$ cat config.mk
export PLATFORM = sky130hd
export DESIGN_NAME = quoted_argument_tokenizer
export DESIGN_NICKNAME = d
export VERILOG_FILES = /design/src/design/qat_pkg.sv /design/src/design/qat_cfg_regs.sv /design/src/design/qat_scan_step.sv /design/src/design/qat_out_buf.sv /design/src/design/quoted_argument_tokenizer.sv
export SDC_FILE = /design/constraint.sdc
export NUM_CORES = 1
export LEC_CHECK = 0
export ABC_AREA = 1
export BUFFER_PORTS_ARGS = -buffer_cell sky130_fd_sc_hd__clkbuf_2
export CAP_MARGIN = 5
export CORE_UTILIZATION = 30
export CTS_CLUSTER_DIAMETER = 30
export CTS_CLUSTER_SIZE = 14
export DETAILED_ROUTE_END_ITERATION = 10
export GPL_TIMING_DRIVEN = 0
export REMOVE_ABC_BUFFERS = 1
export SETUP_SLACK_MARGIN = 0.05
export SYNTH_ARGS = -nofsm -noshare
export SYNTH_HDL_FRONTEND = slang
export SYNTH_HIERARCHICAL = 1
export SYNTH_SLANG_ARGS = --single-unit
$ cat constraint.sdc
create_clock -name clk_i -period 3.26 [get_ports clk_i]
set_input_delay 0.489 -clock clk_i [delete_from_list [all_inputs] [get_ports clk_i]]
set_output_delay 0.489 -clock clk_i [all_outputs]
set_load 0.005 [all_outputs]
$ cat src/design/qat_pkg.sv
// ----------------------------------------------------------------------------
// qat_pkg
// Shared types and constants for the quoted argument tokenizer.
// ----------------------------------------------------------------------------
`timescale 1ns / 1ps
`default_nettype none

package qat_pkg;

  localparam int unsigned CharW   = 16;
  localparam int unsigned StartW  = 13;
  localparam int unsigned TokW    = 9;
  localparam int unsigned PidxW   = 8;
  localparam int unsigned CfgIdxW = 3;

  localparam logic [CharW-1:0] QuoteCode = 16'h0022;
  localparam logic [CharW-1:0] ParenCode = 16'h0028;
  localparam logic [TokW-1:0]  TokenMax  = 9'd511;

  // register reset values
  localparam logic [CharW-1:0] DelimAReset = 16'd32;
  localparam logic [CharW-1:0] DelimBReset = 16'd9;
  localparam logic [CharW-1:0] DelimCReset = 16'd44;
  localparam logic [CharW-1:0] DelimDReset = 16'd61;
  localparam logic [CharW-1:0] DelimEReset = 16'd59;

  typedef enum logic [CfgIdxW-1:0] {
    RegParamIndex   = 3'd0,
    RegRawMode      = 3'd1,
    RegWholeCmdline = 3'd2,
    RegDelimA       = 3'd3,
    RegDelimB       = 3'd4,
    RegDelimC       = 3'd5,
    RegDelimD       = 3'd6,
    RegDelimE       = 3'd7
  } qat_reg_e;

  typedef struct packed {
    logic [PidxW-1:0] param_index;
    logic             raw_mode;
    logic             whole_cmdline;
    logic [CharW-1:0] delim_a;
    logic [CharW-1:0] delim_b;
    logic [CharW-1:0] delim_c;
    logic [CharW-1:0] delim_d;
    logic [CharW-1:0] delim_e;
  } qat_cfg_t;

  typedef struct packed {
    logic [CharW-1:0] char_code;
    logic             end_marker;
  } qat_in_t;

  typedef struct packed {
    logic [CharW-1:0]  out_char;
    logic              found;
    logic [StartW-1:0] start_index;
    logic              is_summary;
  } qat_out_t;

  typedef struct packed {
    logic in_token;
    logic in_quote;
    logic finished;
  } qat_flags_t;

endpackage

`default_nettype wire

$ cat src/design/qat_cfg_regs.sv
// ----------------------------------------------------------------------------
// qat_cfg_regs
// Configuration register file, written one register per handshake.
// ----------------------------------------------------------------------------
`timescale 1ns / 1ps
`default_nettype none

module qat_cfg_regs (
  input  wire logic                          clk_i,
  input  wire logic                          rst_ni,
  input  wire logic                          cfg_valid_i,
  input  wire logic [qat_pkg::CfgIdxW-1:0]   cfg_index_i,
  input  wire logic [qat_pkg::CharW-1:0]     cfg_data_i,
  output qat_pkg::qat_cfg_t                  cfg_o
);

  qat_pkg::qat_cfg_t cfg_q;
  qat_pkg::qat_cfg_t cfg_d;

  always_comb begin
    cfg_d = cfg_q;
    if (cfg_valid_i) begin
      case (qat_pkg::qat_reg_e'(cfg_index_i))
        qat_pkg::RegParamIndex:   cfg_d.param_index   = cfg_data_i[qat_pkg::PidxW-1:0];
        qat_pkg::RegRawMode:      cfg_d.raw_mode      = cfg_data_i[0];
        qat_pkg::RegWholeCmdline: cfg_d.whole_cmdline = cfg_data_i[0];
        qat_pkg::RegDelimA:       cfg_d.delim_a       = cfg_data_i;
        qat_pkg::RegDelimB:       cfg_d.delim_b       = cfg_data_i;
        qat_pkg::RegDelimC:       cfg_d.delim_c       = cfg_data_i;
        qat_pkg::RegDelimD:       cfg_d.delim_d       = cfg_data_i;
        qat_pkg::RegDelimE:       cfg_d.delim_e       = cfg_data_i;
        default:                  cfg_d = cfg_q;
      endcase
    end
  end

  always_ff @(posedge clk_i or negedge rst_ni) begin
    if (!rst_ni) begin
      cfg_q.param_index   <= '0;
      cfg_q.raw_mode      <= 1'b0;
      cfg_q.whole_cmdline <= 1'b0;
      cfg_q.delim_a       <= qat_pkg::DelimAReset;
      cfg_q.delim_b       <= qat_pkg::DelimBReset;
      cfg_q.delim_c       <= qat_pkg::DelimCReset;
      cfg_q.delim_d       <= qat_pkg::DelimDReset;
      cfg_q.delim_e       <= qat_pkg::DelimEReset;
    end else begin
      cfg_q <= cfg_d;
    end
  end

  assign cfg_o = cfg_q;

endmodule

`default_nettype wire

$ cat src/design/qat_scan_step.sv
// ----------------------------------------------------------------------------
// qat_scan_step
// Next-state and result logic for one character of the scan.
// ----------------------------------------------------------------------------
`timescale 1ns / 1ps
`default_nettype none

module qat_scan_step #(
  parameter int unsigned MAX_CHARS = 8192
) (
  input  wire qat_pkg::qat_cfg_t                  cfg_i,
  input  wire qat_pkg::qat_in_t                   item_i,
  input  wire qat_pkg::qat_flags_t                flags_i,
  input  wire logic [qat_pkg::TokW-1:0]           token_count_i,
  input  wire logic [$clog2(MAX_CHARS)-1:0]       position_i,
  input  wire logic [$clog2(MAX_CHARS)-1:0]       saved_start_i,
  output qat_pkg::qat_flags_t                     flags_o,
  output logic [qat_pkg::TokW-1:0]                token_count_o,
  output logic [$clog2(MAX_CHARS)-1:0]            position_o,
  output logic [$clog2(MAX_CHARS)-1:0]            saved_start_o,
  output logic                                    res_valid_o,
  output qat_pkg::qat_out_t                       res_o
);

  localparam int unsigned PosW = $clog2(MAX_CHARS);
  localparam logic [PosW-1:0] PosMax = PosW'(MAX_CHARS - 1);

  logic [qat_pkg::CharW-1:0] c;
  logic                      is_quote;
  logic                      is_delim;
  logic                      sel_cur;
  logic                      sel_one;
  logic                      keep_char;
  logic                      paren_split;
  logic [qat_pkg::TokW-1:0]  tc_inc;
  logic [PosW-1:0]           pos_inc;
  logic [PosW-1:0]           start_now;
  logic [31:0]               saved_wide;
  logic [31:0]               start_now_wide;

  assign c        = item_i.char_code;
  assign is_quote = (c == qat_pkg::QuoteCode);
  assign is_delim = (c == cfg_i.delim_a) || (c == cfg_i.delim_b) || (c == cfg_i.delim_c) ||
                    (c == cfg_i.delim_d) || (c == cfg_i.delim_e);
  assign sel_cur  = (token_count_i == {1'b0, cfg_i.param_index});
  assign sel_one  = ({1'b0, cfg_i.param_index} == 9'd1);
  // quotes are dropped unless raw mode is on
  assign keep_char   = !(is_quote && !cfg_i.raw_mode);
  assign paren_split = cfg_i.whole_cmdline && (token_count_i == '0) &&
                       (c == qat_pkg::ParenCode);
  assign tc_inc  = (token_count_i == qat_pkg::TokenMax) ? token_count_i
                                                         : token_count_i + 9'd1;
  assign pos_inc = (position_i < PosMax) ? position_i + PosW'(1) : position_i;
  // start of the current parameter once this character has been seen
  assign start_now      = flags_i.in_token ? saved_start_i : position_i;
  assign saved_wide     = 32'(saved_start_i);
  assign start_now_wide = 32'(start_now);

  always_comb begin
    flags_o       = flags_i;
    token_count_o = token_count_i;
    position_o    = position_i;
    saved_start_o = saved_start_i;
    res_valid_o   = 1'b0;
    res_o         = '0;
    if (item_i.end_marker) begin
      res_valid_o      = !flags_i.finished;
      res_o.is_summary = 1'b1;
      if (flags_i.in_token && sel_cur) begin
        res_o.found       = 1'b1;
        res_o.start_index = saved_wide[qat_pkg::StartW-1:0];
      end
      flags_o       = '0;
      token_count_o = '0;
      position_o    = '0;
      saved_start_o = '0;
    end else if (!flags_i.finished) begin
      position_o = pos_inc;
      if (flags_i.in_token && flags_i.in_quote) begin
        // quoted stretch: delimiters pass through
        if (is_quote) begin
          flags_o.in_quote = 1'b0;
        end
        res_valid_o    = sel_cur && keep_char;
        res_o.out_char = c;
      end else if (is_delim) begin
        if (flags_i.in_token) begin
          flags_o.in_token = 1'b0;
          flags_o.in_quote = 1'b0;
          if (sel_cur) begin
            flags_o.finished  = 1'b1;
            res_valid_o       = 1'b1;
            res_o.is_summary  = 1'b1;
            res_o.found       = 1'b1;
            res_o.start_index = saved_wide[qat_pkg::StartW-1:0];
          end else begin
            token_count_o = tc_inc;
          end
        end
      end else begin
        flags_o.in_token = 1'b1;
        if (!flags_i.in_token) begin
          flags_o.in_quote = 1'b0;
          saved_start_o    = position_i;
        end
        if (paren_split) begin
          // open parenthesis closes parameter zero and opens parameter one
          if (sel_cur) begin
            flags_o.in_token  = 1'b0;
            flags_o.in_quote  = 1'b0;
            flags_o.finished  = 1'b1;
            res_valid_o       = 1'b1;
            res_o.is_summary  = 1'b1;
            res_o.found       = 1'b1;
            res_o.start_index = start_now_wide[qat_pkg::StartW-1:0];
          end else begin
            token_count_o    = 9'd1;
            saved_start_o    = position_i;
            flags_o.in_quote = 1'b0;
            res_valid_o      = sel_one;
            res_o.out_char   = c;
          end
        end else begin
          if (is_quote) begin
            flags_o.in_quote = 1'b1;
          end
          res_valid_o    = sel_cur && keep_char;
          res_o.out_char = c;
        end
      end
    end
  end

endmodule

`default_nettype wire

$ cat src/design/qat_out_buf.sv
// ----------------------------------------------------------------------------
// qat_out_buf
// Result register with a skid stage; stall to the producer is registered.
// ----------------------------------------------------------------------------
`timescale 1ns / 1ps
`default_nettype none

module qat_out_buf (
  input  wire logic               clk_i,
  input  wire logic               rst_ni,
  input  wire logic               push_i,
  input  wire qat_pkg::qat_out_t  push_data_i,
  output logic                    full_o,
  output logic                    out_valid_o,
  input  wire logic               out_stall_i,
  output qat_pkg::qat_out_t       out_data_o
);

  logic              main_v_q, main_v_d;
  logic              skid_v_q, skid_v_d;
  qat_pkg::qat_out_t main_q, main_d;
  qat_pkg::qat_out_t skid_q, skid_d;
  logic              pop;

  assign pop = main_v_q && !out_stall_i;

  always_comb begin
    main_v_d = main_v_q;
    skid_v_d = skid_v_q;
    main_d   = main_q;
    skid_d   = skid_q;
    if (skid_v_q) begin
      // producer is stalled while the skid holds an item
      if (pop) begin
        main_d   = skid_q;
        skid_v_d = 1'b0;
      end
    end else if (push_i) begin
      if (!main_v_q || pop) begin
        main_d   = push_data_i;
        main_v_d = 1'b1;
      end else begin
        skid_d   = push_data_i;
        skid_v_d = 1'b1;
      end
    end else if (pop) begin
      main_v_d = 1'b0;
    end
  end

  always_ff @(posedge clk_i or negedge rst_ni) begin
    if (!rst_ni) begin
      main_v_q <= 1'b0;
      skid_v_q <= 1'b0;
    end else begin
      main_v_q <= main_v_d;
      skid_v_q <= skid_v_d;
    end
  end

  always_ff @(posedge clk_i) begin
    main_q <= main_d;
    skid_q <= skid_d;
  end

  assign full_o      = skid_v_q;
  assign out_valid_o = main_v_q;
  assign out_data_o  = main_q;

endmodule

`default_nettype wire

$ cat src/design/quoted_argument_tokenizer.sv
// ----------------------------------------------------------------------------
// quoted_argument_tokenizer
// Splits a command line, one character per item, into delimited parameters
// and streams out the selected one, followed by a summary item.
// ----------------------------------------------------------------------------
//
//   channel  direction  handshake            payload
//   -------  ---------  -------------------  ------------------------------
//   in       sink       in_valid/in_stall    char_code, end_marker
//   out      source     out_valid/out_stall  out_char, found, start_index,
//                                            is_summary
//   cfg      sink       cfg_valid/cfg_ready  register index, write data
//
// One character item is taken per cycle while in_stall_o is low; its result
// (if any) goes to the output register, or to the skid stage when that
// register is held. Both sit behind the combinational scan logic.
// in_stall_o rises only when the output register and its skid stage are
// both full, so a stalled output stops the input once the skid has filled.
// Reset clears the scan state and loads the register defaults; there is
// no clearing pass. cfg_ready_o is always high.
// ----------------------------------------------------------------------------
`timescale 1ns / 1ps
`default_nettype none

module quoted_argument_tokenizer #(
  parameter int unsigned MAX_CHARS = 8192
) (
  input  wire logic                         clk_i,
  input  wire logic                         rst_ni,
  // character items in
  input  wire logic                         in_valid_i,
  output logic                              in_stall_o,
  input  wire qat_pkg::qat_in_t             in_data_i,
  // result items out
  output logic                              out_valid_o,
  input  wire logic                         out_stall_i,
  output qat_pkg::qat_out_t                 out_data_o,
  // register writes
  input  wire logic                         cfg_valid_i,
  output logic                              cfg_ready_o,
  input  wire logic [qat_pkg::CfgIdxW-1:0]  cfg_index_i,
  input  wire logic [qat_pkg::CharW-1:0]    cfg_data_i
);

  // position counter is wide enough for MAX_CHARS-1, where it saturates
  localparam int unsigned PosW = $clog2(MAX_CHARS);

  qat_pkg::qat_cfg_t   cfg;
  qat_pkg::qat_flags_t flags_q, flags_d;
  logic [qat_pkg::TokW-1:0] token_count_q, token_count_d;
  logic [PosW-1:0]     position_q, position_d;
  logic [PosW-1:0]     saved_start_q, saved_start_d;
  logic                res_valid;
  qat_pkg::qat_out_t   res;
  logic                accept;
  logic                buf_full;

  assign cfg_ready_o = 1'b1;

  qat_cfg_regs u_cfg (
    .clk_i       (clk_i),
    .rst_ni      (rst_ni),
    .cfg_valid_i (cfg_valid_i),
    .cfg_index_i (cfg_index_i),
    .cfg_data_i  (cfg_data_i),
    .cfg_o       (cfg)
  );

  // an item is taken whenever the skid stage has room
  assign in_stall_o = buf_full;
  assign accept     = in_valid_i && !buf_full;

  qat_scan_step #(
    .MAX_CHARS (MAX_CHARS)
  ) u_step (
    .cfg_i         (cfg),
    .item_i        (in_data_i),
    .flags_i       (flags_q),
    .token_count_i (token_count_q),
    .position_i    (position_q),
    .saved_start_i (saved_start_q),
    .flags_o       (flags_d),
    .token_count_o (token_count_d),
    .position_o    (position_d),
    .saved_start_o (saved_start_d),
    .res_valid_o   (res_valid),
    .res_o         (res)
  );

  // scan state advances only on an accepted item
  always_ff @(posedge clk_i or negedge rst_ni) begin
    if (!rst_ni) begin
      flags_q       <= '0;
      token_count_q <= '0;
      position_q    <= '0;
      saved_start_q <= '0;
    end else if (accept) begin
      flags_q       <= flags_d;
      token_count_q <= token_count_d;
      position_q    <= position_d;
      saved_start_q <= saved_start_d;
    end
  end

  qat_out_buf u_out (
    .clk_i       (clk_i),
    .rst_ni      (rst_ni),
    .push_i      (accept && res_valid),
    .push_data_i (res),
    .full_o      (buf_full),
    .out_valid_o (out_valid_o),
    .out_stall_i (out_stall_i),
    .out_data_o  (out_data_o)
  );

endmodule

`default_nettype wire

==> tab_implementation.tex <==
\begin{tabular}{lr}
\hline
Metric & Value \\
\hline
\multicolumn{2}{l}{\textbf{Outcome}} \\
\quad Violations in the final reports & negative hold slack \\
\quad Outcome & finished, violations left \\
\multicolumn{2}{l}{\textbf{Synthesis}} \\
\quad Number of synthesis warnings & 6 \\
\quad Count of different cell masters after synthesis & 34 \\
\quad Post-synthesis register bit count & roughly 190 \\
\quad Cell area after synthesis & $\sim$0.011 mm2 \\
\quad Number of enable-type register cells in the synthesized netlist & between 60 and 70 \\
\quad Share of the yosys chip area belonging to registers & 44.9\% \\
\quad Fraction of registers with async set/reset & about two thirds \\
\quad Main synth FF type & dfrtp\_1 \\
\quad Post-synthesis area per instance & between 6 and 7 um2 \\
\quad Post-Syn Instances & about 1,700 \\
\multicolumn{2}{l}{\textbf{Pwr}} \\
\quad Reg power frac & 46.4\% \\
\quad Standby leakage power & about 6.6 nW \\
\quad Combinational share of power & between 20 and 25\% \\
\quad Overall power after layout & between 0.007 and 0.008 W \\
\quad Worst voltage drop across the vdd grid & about 330 uV \\
\quad Clock group share of total power & between 20 and 30\% \\
\quad Switching part of the total & around a third \\
\quad Power per unit of standard cell area & between 500 and 600 mW/mm2 \\
\quad Internal power consumption & approximately 0.0047 W \\
\quad Switching power & 0.00250 W \\
\multicolumn{2}{l}{\textbf{Routing}} \\
\quad WL/cell & about 14 um \\
\quad Sum of routed wire length over all layers & around 31,000 um \\
\quad DR pass1 iterations & 5 \\
\quad Post-route antenna net violation count & 0 \\
\quad Vias post-DR & 10,216 \\
\quad DRC violation count after routing & 0 \\
\quad Starting DRT DRC Count & between 800 and 900 \\
\quad Per-cell via count in the routed design & $\sim$4.6 \\
\multicolumn{2}{l}{\textbf{STA}} \\
\quad Worst path setup slack after routing & 0.247 ns \\
\quad Final setup violation count & 0 \\
\quad Worst-case clock skew & around 0.013 ns \\
\quad Worst-margin pin slew & between 1 and 1.5 ns \\
\quad RSZ-0062 raised after global routing & no \\
\quad Peak clock frequency supported by timing & around 330 MHz \\
\quad Relative max-transition margin & 15.4\% \\
\quad Final total negative setup slack & 0 ns \\
\quad Period utilization & between 90\% and 100\% \\
\quad Tightest hold margin & -0.00444 ns \\
\quad Final hold violations & 2 \\
\quad Number of slew-limit violations in the final report & 0 \\
\quad Minimum period implied by the final worst setup slack & around 3.0 ns \\
\multicolumn{2}{l}{\textbf{Worst setup path}} \\
\quad Critical path endpoint category & flop \\
\quad Critical path data required time & 3.42 ns \\
\quad Category of the most critical setup path & reg2reg \\
\quad Cell at the slowest stage of the critical path & dfrtp\_2 \\
\quad Top delay family on crit path & buffers and inverters \\
\quad Ordered list of cells on the worst path & inv\_4 > nand2\_1 > buf\_16 > nor2\_2 > inv\_1 > nor2\_1 > nand2\_2 > clkinvlp\_4 > buf\_12 \\
\quad Crit Path Max Fanout & 39 \\
\quad Worst reg2reg setup slack & 0.25 ns \\
\quad Buffers \& Inverters on Critical Path & 5 \\
\quad Largest stage delay on the critical path & $\sim$0.59 ns \\
\quad Critical Path Start Type & flop \\
\quad Data arrival time of the critical path & 3.18 ns \\
\multicolumn{2}{l}{\textbf{Clocking}} \\
\quad Clock tree from TritonCTS & built \\
\quad Buffer depth of the longest clock path & 2 \\
\quad Master cell of the clock root buffer & clkbuf\_16 \\
\quad Total number of clock tree sinks & around 190 \\
\quad Clock-pin transition on the worst setup and hold timing paths & approximately 0.080 ns \\
\quad Hold bufs inserted after CTS & 0 \\
\quad Num CTS Buffers & 17 \\
\quad Clock latency on the worst-skew pair & 0.45 ns \\
\quad Htree depth & 4 \\
\multicolumn{2}{l}{\textbf{Global routing}} \\
\quad Number of antenna violations at the first check in global routing & 2 \\
\quad Residual overflow from global routing & 0 \\
\quad Tot GR Track Use & about 16\% \\
\quad Number of global-route vias before repair & around 9,300 \\
\quad Global-route wire length before repair & 50,600 um \\
\quad Pin count of the biggest net entering global routing & 80 \\
\multicolumn{2}{l}{\textbf{Floorplan}} \\
\quad Overall die area & 0.0389 mm2 \\
\quad Effective utilization at floorplan & a little under a third \\
\quad Placeable Area & $\sim$0.038 mm2 \\
\quad Vertical extent of the die & slightly below 200 um \\
\quad Boundary pin count & 75 \\
\quad Chip Width & 197 um \\
\quad Total number of placement rows & 71 \\
\multicolumn{2}{l}{\textbf{Layout}} \\
\quad Filler cells & between 4,000 and 5,000 \\
\quad Share of final-layout standard cells stronger than drive strength 1 & between 10\% and 20\% \\
\quad Total number of nets in the final design & around 1,800 \\
\quad Leading cell types in the layout, fill and taps excluded & nand2\_1, inv\_1, dfrtp\_1 \\
\quad Relative area change from synthesis to final layout & 12.9\% \\
\quad Number of cells in the finished layout apart from fillers & approximately 2,200 \\
\quad Leading cell type in the layout, fill and taps excluded & nand2\_1 \\
\multicolumn{2}{l}{\textbf{Run}} \\
\quad Number of max-cap violations & 0 \\
\multicolumn{2}{l}{\textbf{Placed design}} \\
\quad Setup slack after placement & -1.03 ns \\
\quad Placed Cells incl. Taps & $\sim$2,200 \\
\quad Number of buffers inserted by port buffering & 73 \\
\quad HPWL reported at the end of detailed placement & between 20,000 and 25,000 um \\
\quad Weighted congestion reported at the end of routability-driven placement & about 0.85 \\
\multicolumn{2}{l}{\textbf{Worst hold path}} \\
\quad Class of the worst hold path & in2async \\
\hline
\end{tabular}
## what timing repair did
action,in CTS,in global routing
endpoints found under the setup margin,75,99
buffers inserted,6,1
endpoints found under the hold margin,0,0
gates cloned,2,0
pin swaps,2,1
gates resized for setup,10,11
## metrics by stage
| stage | utilization, % | area, um2 | hold WS (ns) |
|---|---|---|---|
| 6_report | 34.3 | 12900 | -0.00444 |
| 5_1_grt | 34.3 | 12900 | 0.0139 |
| 4_1_cts | 34.2 | 12800 | 0.00504 |
| 3_5_place_dp | 32.3 | 12100 | 0.463 |
| 3_3_place_gp | 32.0 | 12000 | 0.458 |
| 2_1_floorplan | - | 11000 | 0.193 |
## logic make-up after synthesis
kind of cell,count (synthesis),synth area share (%)
compound gates,90,3.99
xor+xnor,16,1.23
fa+ha+maj,3,0.329
buf+inv,252,9.71
flops,192,44.9
other cells,1,0.0328
simple gates,1113,39.8
## synth_stat cells (16+ instances only)
master	number	share of area [%]
nand2_1	841	28
inv_1	167	5.5
dfrtp_1	114	25
nand3_1	107	4.7
nor2_1	90	3.0
edfxtp_1	62	16
o21ai_0	53	2.3
a21oi_1	33	1.4
buf_2	27	1.2
inv_2	21	0.69
nor3_1	18	0.79
nor2_2	17	0.93
dfstp_2	16	3.7
## layout make-up
| cell class | count | area (um2) | area share [%] |
|---|---|---|---|
| Sequential cell | 192 | 5140 | 39.9 |
| Multi-Input combinational cell | 1224 | 5240 | 40.6 |
| Timing Repair inverter | 1 | 7.51 | 0.0582 |
| Antenna cell | 2 | 5.00 | 0.0388 |
| Timing Repair Buffer | 83 | 559 | 4.34 |
| Inverter | 191 | 729 | 5.66 |
| Clock inverter | 15 | 154 | 1.19 |
| Tap cell | 511 | 639 | 4.96 |
| Clock buffer | 17 | 425 | 3.30 |
## path summary, 6_finish.rpt
path                                  from               end  cells after the start
max                           u_out/full_o  u_out/skid_q[19]                      9
min                                 rst_ni   u_cfg/cfg_o[12]                      1
max reg2reg                   u_out/full_o  u_out/skid_q[19]                      9
min reg2reg                u_cfg/cfg_o[48]   u_cfg/cfg_o[48]                      2
max in group asynchronous           rst_ni  token_count_q[3]                      2
min in group clk_i          cfg_data_i[14]   u_cfg/cfg_o[46]                      3
## flip-flops by register name, summed over array words and instances (netlist names)
name and cells:
position_q 13, u_out/out_data_o 31, u_out/full_o 1, u_out/skid_q 31, saved_start_q 13, token_count_q 9
u_cfg/cfg_o 90, flags_q 3, u_out/out_valid_o 1
## layer usage
metal / wire length (um) / vias up / GRT usage [%] / share of wire, %
li1: - / 5214 / - / -
met1: 15500 / 4716 / 24.0 / 50
met2: 13700 / 271 / 25.4 / 44
met3: 1770 / 15 / 2.46 / 5.7
met4: 264 / 0 / 4.05 / 0.85
met5: 0 / - / 0 / 0
## power by group through the flow
stage	clock [W]	combinational, W	sequential [W]
final	0.00211	0.00177	0.00335
after CTS	0.00216	0.00177	0.00335
after floorplan	0	0.000997	0.00334
after detailed placement	0	0.00165	0.00340
after global routing	0.00225	0.00202	0.00342
after global placement	0	0.00155	0.00342
Power figures use the tool's default switching activity.
